[src/rtl/sha224bh_pkg.sv]
// ============================================================================
// sha224bh_pkg
// Shared types, constants and round functions of the SHA-224 block hasher.
// ============================================================================
package sha224bh_pkg;

    localparam int WORD_W       = 32;
    localparam int WINDOW_DEPTH = 16;
    localparam int WINDOW_AW    = $clog2(WINDOW_DEPTH);
    localparam int HASH_WORDS   = 8;
    localparam int DIGEST_WORDS = 7;
    localparam int NUM_ROUNDS   = 64;
    localparam int ROUND_W      = $clog2(NUM_ROUNDS);
    localparam int INDEX_W      = 3;

    typedef logic [WORD_W-1:0] word_t;

    typedef struct packed {
        word_t a;
        word_t b;
        word_t c;
        word_t d;
        word_t e;
        word_t f;
        word_t g;
        word_t h;
    } working_t;

    function automatic word_t rotr(word_t x, int n);
        return (x >> n) | (x << (WORD_W - n));
    endfunction

    function automatic word_t small_sig0(word_t x);
        return rotr(x, 7) ^ rotr(x, 18) ^ (x >> 3);
    endfunction

    function automatic word_t small_sig1(word_t x);
        return rotr(x, 17) ^ rotr(x, 19) ^ (x >> 10);
    endfunction

    function automatic word_t big_sig0(word_t x);
        return rotr(x, 2) ^ rotr(x, 13) ^ rotr(x, 22);
    endfunction

    function automatic word_t big_sig1(word_t x);
        return rotr(x, 6) ^ rotr(x, 11) ^ rotr(x, 25);
    endfunction

    function automatic word_t init_hash(logic [2:0] i);
        word_t v;
        case (i)
            3'd0:    v = 32'hc1059ed8;
            3'd1:    v = 32'h367cd507;
            3'd2:    v = 32'h3070dd17;
            3'd3:    v = 32'hf70e5939;
            3'd4:    v = 32'hffc00b31;
            3'd5:    v = 32'h68581511;
            3'd6:    v = 32'h64f98fa7;
            3'd7:    v = 32'hbefa4fa4;
            default: v = '0;
        endcase
        return v;
    endfunction

    function automatic word_t round_k(logic [ROUND_W-1:0] t);
        word_t v;
        case (t)
            6'd0:    v = 32'h428a2f98;
            6'd1:    v = 32'h71374491;
            6'd2:    v = 32'hb5c0fbcf;
            6'd3:    v = 32'he9b5dba5;
            6'd4:    v = 32'h3956c25b;
            6'd5:    v = 32'h59f111f1;
            6'd6:    v = 32'h923f82a4;
            6'd7:    v = 32'hab1c5ed5;
            6'd8:    v = 32'hd807aa98;
            6'd9:    v = 32'h12835b01;
            6'd10:   v = 32'h243185be;
            6'd11:   v = 32'h550c7dc3;
            6'd12:   v = 32'h72be5d74;
            6'd13:   v = 32'h80deb1fe;
            6'd14:   v = 32'h9bdc06a7;
            6'd15:   v = 32'hc19bf174;
            6'd16:   v = 32'he49b69c1;
            6'd17:   v = 32'hefbe4786;
            6'd18:   v = 32'h0fc19dc6;
            6'd19:   v = 32'h240ca1cc;
            6'd20:   v = 32'h2de92c6f;
            6'd21:   v = 32'h4a7484aa;
            6'd22:   v = 32'h5cb0a9dc;
            6'd23:   v = 32'h76f988da;
            6'd24:   v = 32'h983e5152;
            6'd25:   v = 32'ha831c66d;
            6'd26:   v = 32'hb00327c8;
            6'd27:   v = 32'hbf597fc7;
            6'd28:   v = 32'hc6e00bf3;
            6'd29:   v = 32'hd5a79147;
            6'd30:   v = 32'h06ca6351;
            6'd31:   v = 32'h14292967;
            6'd32:   v = 32'h27b70a85;
            6'd33:   v = 32'h2e1b2138;
            6'd34:   v = 32'h4d2c6dfc;
            6'd35:   v = 32'h53380d13;
            6'd36:   v = 32'h650a7354;
            6'd37:   v = 32'h766a0abb;
            6'd38:   v = 32'h81c2c92e;
            6'd39:   v = 32'h92722c85;
            6'd40:   v = 32'ha2bfe8a1;
            6'd41:   v = 32'ha81a664b;
            6'd42:   v = 32'hc24b8b70;
            6'd43:   v = 32'hc76c51a3;
            6'd44:   v = 32'hd192e819;
            6'd45:   v = 32'hd6990624;
            6'd46:   v = 32'hf40e3585;
            6'd47:   v = 32'h106aa070;
            6'd48:   v = 32'h19a4c116;
            6'd49:   v = 32'h1e376c08;
            6'd50:   v = 32'h2748774c;
            6'd51:   v = 32'h34b0bcb5;
            6'd52:   v = 32'h391c0cb3;
            6'd53:   v = 32'h4ed8aa4a;
            6'd54:   v = 32'h5b9cca4f;
            6'd55:   v = 32'h682e6ff3;
            6'd56:   v = 32'h748f82ee;
            6'd57:   v = 32'h78a5636f;
            6'd58:   v = 32'h84c87814;
            6'd59:   v = 32'h8cc70208;
            6'd60:   v = 32'h90befffa;
            6'd61:   v = 32'ha4506ceb;
            6'd62:   v = 32'hbef9a3f7;
            6'd63:   v = 32'hc67178f2;
            default: v = '0;
        endcase
        return v;
    endfunction

endpackage

[src/rtl/sha224bh_ram.sv]
// ============================================================================
// sha224bh_ram
// Generic RAM with one write port and two registered read ports.
// ============================================================================
module sha224bh_ram #(
    parameter int WIDTH = 32,
    parameter int DEPTH = 16
) (
    input  logic                     clk,
    input  logic                     we,
    input  logic [$clog2(DEPTH)-1:0] waddr,
    input  logic [WIDTH-1:0]         wdata,
    input  logic [$clog2(DEPTH)-1:0] raddr_a,
    output logic [WIDTH-1:0]         rdata_a,
    input  logic [$clog2(DEPTH)-1:0] raddr_b,
    output logic [WIDTH-1:0]         rdata_b
);

    logic [WIDTH-1:0] mem [DEPTH];

    always_ff @(posedge clk)
    begin
        if (we)
        begin
            mem[waddr] <= wdata;
        end
        rdata_a <= mem[raddr_a];
        rdata_b <= mem[raddr_b];
    end

endmodule

[src/rtl/sha224bh_round.sv]
// ============================================================================
// sha224bh_round
// One SHA-224 round: message schedule word and working variable update.
// ============================================================================
module sha224bh_round
    import sha224bh_pkg::*;
(
    input  logic     expand,
    input  word_t    w_old,
    input  word_t    w_m15,
    input  word_t    w_m7,
    input  word_t    w_m2,
    input  word_t    k,
    input  working_t vars,
    output word_t    w,
    output working_t vars_next
);

    word_t t1;
    word_t t2;
    word_t ch;
    word_t maj;

    always_comb
    begin
        if (expand)
        begin
            w = small_sig1(w_m2) + w_m7 + small_sig0(w_m15) + w_old;
        end
        else
        begin
            w = w_old;
        end
        ch  = (vars.e & vars.f) ^ (~vars.e & vars.g);
        maj = (vars.a & vars.b) ^ (vars.a & vars.c) ^ (vars.b & vars.c);
        t1  = vars.h + big_sig1(vars.e) + ch + k + w;
        t2  = big_sig0(vars.a) + maj;
        vars_next.h = vars.g;
        vars_next.g = vars.f;
        vars_next.f = vars.e;
        vars_next.e = vars.d + t1;
        vars_next.d = vars.c;
        vars_next.c = vars.b;
        vars_next.b = vars.a;
        vars_next.a = t1 + t2;
    end

endmodule

[src/rtl/sha224_block_hasher_top.sv]
// ============================================================================
// sha224_block_hasher_top
// SHA-224 compression engine over padded 32-bit message words.
//
// Channel   Direction  Handshake               Beat contents
// msg       in         msg_valid/msg_ready     message_word, start_message,
//                                              end_message
// digest    out        digest_valid/digest_ready digest_word, word_index,
//                                              last_word
//
// Message words are taken at one per cycle while idle. The sixteenth word of
// a block starts the busy phase: schedule RAM read port priming in S_PRIME0
// and S_PRIME1, 64 rounds at one round per cycle, and one hash update.
// A word marked as the message end then yields seven digest beats.
// Reset loads the initial hash values at once; no clearing pass is needed.
// A stalled digest beat holds the block; no new word is taken meanwhile.
// ============================================================================
module sha224_block_hasher_top
    import sha224bh_pkg::*;
(
    input  logic               clk,
    input  logic               rst_n,
    input  logic               msg_valid,
    output logic               msg_ready,
    input  logic [31:0]        message_word,
    input  logic               start_message,
    input  logic               end_message,
    output logic               digest_valid,
    input  logic               digest_ready,
    output logic [31:0]        digest_word,
    output logic [INDEX_W-1:0] word_index,
    output logic               last_word
);

    localparam logic [2:0] S_IDLE   = 3'd0;
    localparam logic [2:0] S_PRIME0 = 3'd1;
    localparam logic [2:0] S_PRIME1 = 3'd2;
    localparam logic [2:0] S_ROUND  = 3'd3;
    localparam logic [2:0] S_FINAL  = 3'd4;
    localparam logic [2:0] S_OUT    = 3'd5;

    localparam logic [INDEX_W-1:0]   LAST_INDEX = INDEX_W'(DIGEST_WORDS - 1);
    localparam logic [WINDOW_AW-1:0] LAST_SLOT  = WINDOW_AW'(WINDOW_DEPTH - 1);
    localparam logic [ROUND_W-1:0]   LAST_ROUND = ROUND_W'(NUM_ROUNDS - 1);

    logic [2:0]           state_reg;
    logic [2:0]           state_next;
    logic [WINDOW_AW-1:0] word_count_reg;
    logic [WINDOW_AW-1:0] word_count_next;
    logic [ROUND_W-1:0]   round_reg;
    logic [ROUND_W-1:0]   round_next;
    logic                 end_pend_reg;
    logic                 end_pend_next;
    logic [INDEX_W-1:0]   index_reg;
    logic [INDEX_W-1:0]   index_next;

    word_t    hash_reg [HASH_WORDS];
    working_t vars_reg;
    word_t    old_w_reg;
    word_t    wm1_reg;
    word_t    wm2_reg;

    logic                 accept;
    logic [WINDOW_AW-1:0] eff_count;
    logic                 ram_we;
    logic [WINDOW_AW-1:0] ram_waddr;
    word_t                ram_wdata;
    logic [WINDOW_AW-1:0] ram_raddr_a;
    logic [WINDOW_AW-1:0] ram_raddr_b;
    word_t                ram_rdata_a;
    word_t                ram_rdata_b;
    logic                 expand;
    word_t                round_w;
    working_t             round_vars;

    assign msg_ready    = (state_reg == S_IDLE);
    assign accept       = msg_valid && msg_ready;
    assign eff_count    = start_message ? '0 : word_count_reg;
    assign expand       = (round_reg[ROUND_W-1:WINDOW_AW] != '0);

    assign digest_valid = (state_reg == S_OUT);
    assign digest_word  = hash_reg[index_reg];
    assign word_index   = index_reg;
    assign last_word    = (index_reg == LAST_INDEX);

    always_comb
    begin
        ram_we    = accept || ((state_reg == S_ROUND) && expand);
        ram_waddr = accept ? eff_count : round_reg[WINDOW_AW-1:0];
        ram_wdata = accept ? message_word : round_w;
        case (state_reg)
            S_PRIME0:
            begin
                ram_raddr_a = '0;
                ram_raddr_b = '0;
            end
            S_PRIME1:
            begin
                ram_raddr_a = WINDOW_AW'(1);
                ram_raddr_b = WINDOW_AW'(9);
            end
            default:
            begin
                ram_raddr_a = round_reg[WINDOW_AW-1:0] + WINDOW_AW'(2);
                ram_raddr_b = round_reg[WINDOW_AW-1:0] + WINDOW_AW'(10);
            end
        endcase
    end

    sha224bh_ram #(
        .WIDTH (WORD_W),
        .DEPTH (WINDOW_DEPTH)
    ) u_window (
        .clk     (clk),
        .we      (ram_we),
        .waddr   (ram_waddr),
        .wdata   (ram_wdata),
        .raddr_a (ram_raddr_a),
        .rdata_a (ram_rdata_a),
        .raddr_b (ram_raddr_b),
        .rdata_b (ram_rdata_b)
    );

    sha224bh_round u_round (
        .expand    (expand),
        .w_old     (old_w_reg),
        .w_m15     (ram_rdata_a),
        .w_m7      (ram_rdata_b),
        .w_m2      (wm2_reg),
        .k         (round_k(round_reg)),
        .vars      (vars_reg),
        .w         (round_w),
        .vars_next (round_vars)
    );

    always_comb
    begin
        state_next      = state_reg;
        word_count_next = word_count_reg;
        round_next      = round_reg;
        end_pend_next   = end_pend_reg;
        index_next      = index_reg;
        case (state_reg)
            S_IDLE:
            begin
                if (accept)
                begin
                    word_count_next = eff_count + WINDOW_AW'(1);
                    end_pend_next   = end_message;
                    if (eff_count == LAST_SLOT)
                    begin
                        state_next = S_PRIME0;
                    end
                    else if (end_message)
                    begin
                        state_next      = S_OUT;
                        word_count_next = '0;
                        index_next      = '0;
                    end
                end
            end
            S_PRIME0:
            begin
                state_next = S_PRIME1;
            end
            S_PRIME1:
            begin
                state_next = S_ROUND;
                round_next = '0;
            end
            S_ROUND:
            begin
                round_next = round_reg + ROUND_W'(1);
                if (round_reg == LAST_ROUND)
                begin
                    state_next = S_FINAL;
                end
            end
            S_FINAL:
            begin
                index_next = '0;
                state_next = end_pend_reg ? S_OUT : S_IDLE;
            end
            S_OUT:
            begin
                if (digest_ready)
                begin
                    if (index_reg == LAST_INDEX)
                    begin
                        state_next = S_IDLE;
                        index_next = '0;
                    end
                    else
                    begin
                        index_next = index_reg + INDEX_W'(1);
                    end
                end
            end
            default:
            begin
                state_next = S_IDLE;
            end
        endcase
    end

    always_ff @(posedge clk or negedge rst_n)
    begin
        if (!rst_n)
        begin
            state_reg      <= S_IDLE;
            word_count_reg <= '0;
            round_reg      <= '0;
            end_pend_reg   <= 1'b0;
            index_reg      <= '0;
            vars_reg       <= '0;
            for (int i = 0; i < HASH_WORDS; i++)
            begin
                hash_reg[i] <= init_hash(3'(i));
            end
        end
        else
        begin
            state_reg      <= state_next;
            word_count_reg <= word_count_next;
            round_reg      <= round_next;
            end_pend_reg   <= end_pend_next;
            index_reg      <= index_next;
            if (accept && start_message)
            begin
                for (int i = 0; i < HASH_WORDS; i++)
                begin
                    hash_reg[i] <= init_hash(3'(i));
                end
            end
            if (state_reg == S_PRIME1)
            begin
                vars_reg <= '{hash_reg[0], hash_reg[1], hash_reg[2], hash_reg[3],
                              hash_reg[4], hash_reg[5], hash_reg[6], hash_reg[7]};
            end
            if (state_reg == S_ROUND)
            begin
                vars_reg <= round_vars;
            end
            if (state_reg == S_FINAL)
            begin
                hash_reg[0] <= hash_reg[0] + vars_reg.a;
                hash_reg[1] <= hash_reg[1] + vars_reg.b;
                hash_reg[2] <= hash_reg[2] + vars_reg.c;
                hash_reg[3] <= hash_reg[3] + vars_reg.d;
                hash_reg[4] <= hash_reg[4] + vars_reg.e;
                hash_reg[5] <= hash_reg[5] + vars_reg.f;
                hash_reg[6] <= hash_reg[6] + vars_reg.g;
                hash_reg[7] <= hash_reg[7] + vars_reg.h;
            end
        end
    end

    always_ff @(posedge clk)
    begin
        if ((state_reg == S_PRIME1) || (state_reg == S_ROUND))
        begin
            old_w_reg <= ram_rdata_a;
        end
        if (state_reg == S_ROUND)
        begin
            wm1_reg <= round_w;
            wm2_reg <= wm1_reg;
        end
    end

endmodule

[config.mk]
export PLATFORM = sky130hd
export DESIGN_NAME = sha224_block_hasher_top
export DESIGN_NICKNAME = d
export VERILOG_FILES = /design/src/rtl/sha224bh_pkg.sv /design/src/rtl/sha224bh_ram.sv /design/src/rtl/sha224bh_round.sv /design/src/rtl/sha224_block_hasher_top.sv
export SDC_FILE = /design/constraint.sdc
export NUM_CORES = 2
export LEC_CHECK = 0
export BUFFER_PORTS_ARGS = -buffer_cell sky130_fd_sc_hd__buf_2
export CORE_MARGIN = 10
export CORE_UTILIZATION = 40
export CTS_CLUSTER_SIZE = 16
export DETAILED_ROUTE_END_ITERATION = 10
export HOLD_SLACK_MARGIN = 0.02
export SYNTH_ARGS = -nofsm -noshare
export SYNTH_HDL_FRONTEND = slang
export SYNTH_SLANG_ARGS = --single-unit
export TNS_END_PERCENT = 5
[constraint.sdc]
create_clock -name clk -period 8.8 [get_ports clk]
set_clock_uncertainty 0.05 [all_clocks]
set_input_delay 1.76 -clock clk [delete_from_list [all_inputs] [get_ports clk]]
set_output_delay 1.76 -clock clk [all_outputs]
set_load 0.05 [all_outputs]
Yosys cells after proc, flatten, opt, wreduce, memory -nomap -nowiden
Memory sizes are Yosys's and may differ from the RTL's. A register that Yosys moved wholly into a read port is not among the register bits.
Index checks and enable logic that the tools add are counted.
{ "totals": {"reg_bits": 625, "latchBits": 0, "mem_bits_rw": 512, "mem_bits_ro": 2048, "in_bits": 38, "output_inout_bits": 38, "word_cells": 138, "memories": 2} }
{ "memory_table": {"columns": ["name", "depth", "word_bits", "read_ports", "rd_ports_with_merged_regs", "write_ports", "line", "text"], "rows": [
  ["(name not given)", 64, 32, 1, 0, 0, "sha224bh_pkg.sv:67", "case (t)"],
  ["u_window.mem", 16, 32, 2, 2, 1, "sha224bh_ram.sv:19", "logic [WIDTH-1:0] mem [DEPTH];"]
]} }
{ "classes": {"addsub": 23, "mul": 0, "n_div": 0, "magnitude_cmp": 1, "eq_ne": 15, "shifts": 0, "n_mux": 32, "bitwise_logic": 28, "n_reduce_logical": 13} }
{ "ops": {"columns": ["cell", "n"], "rows": [
  ["$mux W256", 4],
  ["$add A32 B32 Y32", 18],
  ["$xor A32 B32 Y32", 9],
  ["$and A32 B32 Y32", 5],
  ["$mux W32", 4],
  ["$bmux W32 S3", 1],
  ["$mux W3", 12],
  ["$not A32 Y32", 1],
  ["$or A10 B32 Y32", 1],
  ["$or A13 B32 Y32", 1],
  ["$or A14 B32 Y32", 1],
  ["$or A15 B32 Y32", 1],
  ["$or A19 B32 Y32", 1],
  ["$or A21 B32 Y32", 1],
  ["$or A25 B32 Y32", 1],
  ["$or A26 B32 Y32", 1],
  ["$or A30 B32 Y32", 1],
  ["$or A7 B32 Y32", 1],
  ["$xor A32 B22 Y32", 1],
  ["$xor A32 B29 Y32", 1],
  ["$pmux W3 S6", 1],
  ["$mux W4", 4],
  ["$pmux W4 S2", 2],
  ["$pmux W6 S2", 1],
  ["other kinds (24)", 38]
]} }

Depth between registers and ports, before layout
{ "logic_depth": {"word_depth": 10, "mapped_depth": 46, "depth_no_buf": 46} }

By module
Synthesis repeated with hierarchy kept, for this count alone.
{ "hier_totals": {"hier_cells": 7519, "hier_area_um2": 81480.6} }
{ "modules_own_cells": {"columns": ["mod", "instances", "cells_per_inst", "area_per_inst_um2", "seq_area_each_um2"], "rows": [
  ["sha224_block_hasher_top", 1, 4435, 41633.7, 16283.1],
  ["sha224bh_ram", 1, 1141, 24188.2, 16656.0],
  ["sha224bh_round", 1, 1943, 15658.8, 0.0]
]} }

Worst setup path after synthesis
No wires, ideal clock.
{ "synth_timing": {"kind": "register to register", "from": "reg wm2_reg[26]", "to": "reg vars_reg[254] in the netlist's numbering", "setup_time_ns": 0.124, "t_arrival_ns": 9.521, "required_time_ns": 8.626, "slack_ns": -0.895, "stages_incl_launch_ff": 44, "n_path_buf": 0, "period_less_slack_ns": 9.695, "cell_sequence": "edfxtp_1 -> xnor2_1 -> xnor2_1 -> fa_1 -> inv_1 -> fa_1 -> inv_1 -> ha_1 -> or3_1 -> nand4b_4 -> and3_1 -> nor2_1 -> nand2_1 -> and3_1 -> o21ai_0 -> o21ai_0 -> fa_1 -> inv_1 -> [8 not listed] -> nand2b_1 -> a21o_1 -> a21o_1 -> a21oi_1 -> xnor2_1 -> fa_1 -> ha_1 -> and2_1 -> o21a_1 -> o21a_1 -> o21a_1 -> o21a_1 -> a311oi_1 -> a21boi_1 -> o21ai_1 -> o41ai_1 -> mux2i_1 -> a211o_1"} }
{ "synth_between": {"elab_chain_len": 10, "elab_cells_between_ends": 11, "classes_between": "add/sub (5); mux (2); bitwise (4)"} }
{ "synth_lines": {"columns": ["element", "line", "text"], "rows": [
  ["start: declaration", "sha224_block_hasher_top.sv:61", "word_t wm2_reg;"],
  ["start signal: assignment", "sha224_block_hasher_top.sv:267", "wm2_reg <= wm1_reg;"],
  ["$or A13 B32 Y32 or $or A15 B32 Y32 (tied branches)", "sha224bh_pkg.sv:30", "return (x >> n) | (x << (WORD_W - n));"],
  ["$xor A32 B32 Y32", "sha224bh_pkg.sv:38", "return rotr(x, 17) ^ rotr(x, 19) ^ (x >> 10);"],
  ["$xor A32 B22 Y32 (*)", "sha224bh_pkg.sv:38", null],
  ["$add A32 B32 Y32 (*) (3 in a row)", "sha224bh_round.sv:28", "w = small_sig1(w_m2) + w_m7 + small_sig0(w_m15) + w_old;"],
  ["$mux W32 (*)", "sha224bh_round.sv:26", "if (expand)"],
  ["$add A32 B32 Y32 (*)", "sha224bh_round.sv:36", "t1 = vars.h + big_sig1(vars.e) + ch + k + w;"],
  ["$add A32 B32 Y32 (*)", "sha224bh_round.sv:45", "vars_next.a = t1 + t2;"],
  ["$mux W256 (*)", "sha224_block_hasher_top.sv:240", "if (state_reg == S_ROUND)"],
  ["end signal: assignment", "sha224_block_hasher_top.sv:237", "vars_reg <= '{hash_reg[0], hash_reg[1], hash_reg[2], hash_reg[3],"],
  ["end signal: assignment", "sha224_block_hasher_top.sv:242", "vars_reg <= round_vars;"],
  ["end: declaration", "sha224_block_hasher_top.sv:58", "working_t vars_reg;"]
]} }
Every way passes the cells marked *; elsewhere a longest branch is shown, timed or not.
A chain may end at the register's enable or synchronous reset.

Worst setup path after layout
{ "layout_timing": {"from": "reg wm2_reg[20]", "to": "reg vars_reg[255] in the netlist's numbering"} }
Same word-level chain as after synthesis.

==> flow_summary.toml <==
[clock_tree]
cts_max_level = 4
cts_tree = "yes"
cts-root-buf = "clkbuf_16"
numCtsBuffers = 143
cts.sinks = 1201
clk_pin_slew_ps = 70
hold_buffers = 0
clock_latency_ps = 850
clockBufferDepth = 3

[synth]
syn_nets = 7687
synth_area_leaders = "edfxtp_1 (24%), dfrtp_1 (13%), ha_1 (6.7%)"
yosys.area.top_type_share = 0.239
synth_area_leader_cell = "edfxtp_1"
synth.avg_cell_area_um2 = 10.9
yosysSeqAreaShare = 0.431
synth-async-reset-ratio = 0.440
syn-cell-area_um2 = 76400
synth_edf_count = 608
yosysWarnings = 0
synth_top_flop_cell = "edfxtp_1"
synthCells = 7043
yosys_register_bits = 1201
synth_cell_types = 104

[layout]
num-fill-cells = 17400
largest_register_ffs = 512
syn2layout_area_growth_pct = 16.3
layout-drive-gt1-share = 0.192
fin_cells = 10100
nets = 8133

[sta]
maxSlewHeadroom = 0.113
rsz0062_at_grt = "true"
slew_viol_final = 0
finalWorstSetupSlack_ps = -1030
fin_crit_sh = 1.12
min_period_ps = 9830
hold_viol_final = 0
finalSetupViolCount = 29
maxClockFrequency_mhz = 102
tightest_slew_ps = 1330

[placement]
dp_cells = 9848
routabilityCongestion = 0.962
dp_hpwl_mm = 192
dp_slack_ps = -1280
port_buffers = 75

[routing]
initialDrtViolationCount = 5628
drcViolationCount = 0
wirelength_mm = 262
drt_first_pass_iters = 6
num_vias = 57800
postRouteAntennaNets = 0
wire_per_inst_um = 25.9
viasPerCell = 5.71

[status]
status = "finished, violations left"
violations = "setup timing"

[critical_path]
worst-path-max-fanout = 4
crit_path_frequent_cell = "fa_1"
crit_arrival_ps = 10520
critPathCaptureType = "flop"
crit_type = "flop to flop"
slowest_delay_ps = 580
start_kind = "flop"
critical-path-slowest-cell = "fa_1"
cp.required_ps = 9480

[floorplanning]
start_util = 0.402
die_x_um = 457
core_um2 = 190000
die_h_um = 457
die-area_um2 = 209000
row_count = 160
pin_count = 76

[global_route]
overflow = 0
first_global_vias = 56800
grtUsageTotal = 0.243
antenna_found_initial = 7
grt_max_degree = 253
grt_first_pass_wirelength_mm = 386

[run]
maxCapViolCount = 0

[hold_path]
hp-class = "flop to flop"
-- cells in the final DEF (no fill, tap or decap), types with 35 or more instances in the layout --
| cell type | n |
|---|---|
| a211oi_1 | 40 |
| a21o_1 | 188 |
| a21oi_1 | 456 |
| a31oi_1 | 38 |
| and3_1 | 43 |
| buf_2 | 74 |
| buf_4 | 572 |
| clkbuf_16 | 147 |
| dfrtp_1 | 392 |
| dfstp_2 | 130 |
| dfxtp_1 | 64 |
| edfxtp_1 | 608 |
| fa_1 | 195 |
| ha_1 | 401 |
| inv_1 | 426 |
| mux2_2 | 68 |
| mux2i_1 | 376 |
| mux4_2 | 197 |
| nand2_1 | 610 |
| nand2b_1 | 64 |
| nand3_1 | 84 |
| nor2_1 | 373 |
| nor2b_1 | 43 |
| nor3_1 | 72 |
| o21a_1 | 46 |
| o21ai_0 | 531 |
| o21ai_1 | 68 |
| o21bai_1 | 42 |
| o22a_1 | 35 |
| or3_1 | 37 |
| xnor2_1 | 354 |
| xor2_1 | 188 |
-- cell usage after synthesis (all sizes together) (193+ instances only) --
library cell    n
edfxtp        608
nand2         615
mux4          197
fa            197
o21ai         607
inv           434
dfrtp         399
ha            409
xnor2         367
a21oi         480
nor2          392
mux2i         378
clkbuf        303
xor2          193
-- logic make-up after synthesis --
| group | count (synthesis) | share of synthesized area |
|---|---|---|
| DFF | 1201 | 0.431 |
| muxes | 644 | 0.118 |
| xor gates and xnor gates | 560 | 0.0642 |
| and+or+nand+nor | 1464 | 0.0856 |
| adders and majority gates | 624 | 0.121 |
| AOI/OAI and AO/OA | 1754 | 0.142 |
| buffers and inverters | 796 | 0.0391 |
-- worst max-delay path: cells and delay by family, from the launching register on --
family | cells | cell delay, ps
AO/OA/AOI/OAI | 13 | 2740
buffers and inverters | 7 | 590
multiplexers | 1 | 120
AND/OR/NAND/NOR | 10 | 1350
adder cells (fa/ha/maj) | 9 | 3700
XOR/XNOR | 5 | 730
flip-flops | 1 | 410
-- per-stage QoR --
step / hold WS (ps) / area, um2 / setup TNS, ps / utilization
after global placement: 351 / 83500 / -18280 / 0.439
after floorplan: 350 / 76600 / -1450 / -
final: 370 / 88900 / -13830 / 0.468
after CTS: 371 / 88700 / -12980 / 0.467
after global routing: 378 / 88900 / -29940 / 0.467
after detailed placement: 355 / 83500 / -18470 / 0.439
-- repair_timing --
action | in CTS | in global routing
pin swaps | 17 | 8
setup endpoints to repair | 33 | 38
setup buffers | 6 | 1
resized for setup | 42 | 41
-- layout make-up --
class,count,area [um2],area share
multi-input combinational,5046,41200,0.463
inverter,435,1630,0.0184
timing repair buffer,662,4980,0.0560
sequential,1201,33000,0.371
clock inverter,68,945,0.0106
antenna,4,10.0,0.000113
clock buffer,193,4070,0.0458
tap,2511,3140,0.0353
-- per-layer routing --
layer / track usage / routed length [um] / vias up
met5: 0 / 27 / -
met4: 0.0831 / 9920 / 4
met3: 0.0393 / 16800 / 453
met2: 0.381 / 118000 / 1949
met1: 0.341 / 117000 / 29200
li1: - / - / 26200
-- final timing paths --
| kind | startpoint | endpoint | slack [ps] | cells past startpoint |
|---|---|---|---|---|
| min in group asynchronous | rst_n | hash_reg[179] | 950 | 1 |
| setup reg to reg | wm2_reg[20] | vars_reg[255] | -1030 | 45 |
| max in group asynchronous | rst_n | round_reg[3] | 6060 | 2 |
| hold reg to reg | wm1_reg[11] | wm2_reg[11] | 370 | 0 |
| hold / removal | wm1_reg[11] | wm2_reg[11] | 370 | 0 |
| setup / recovery | wm2_reg[20] | vars_reg[255] | -1030 | 45 |
Power is left out: the tool's default activity adds up to more than one toggle a clock period on the data nets, which glitch-free logic cannot reach.
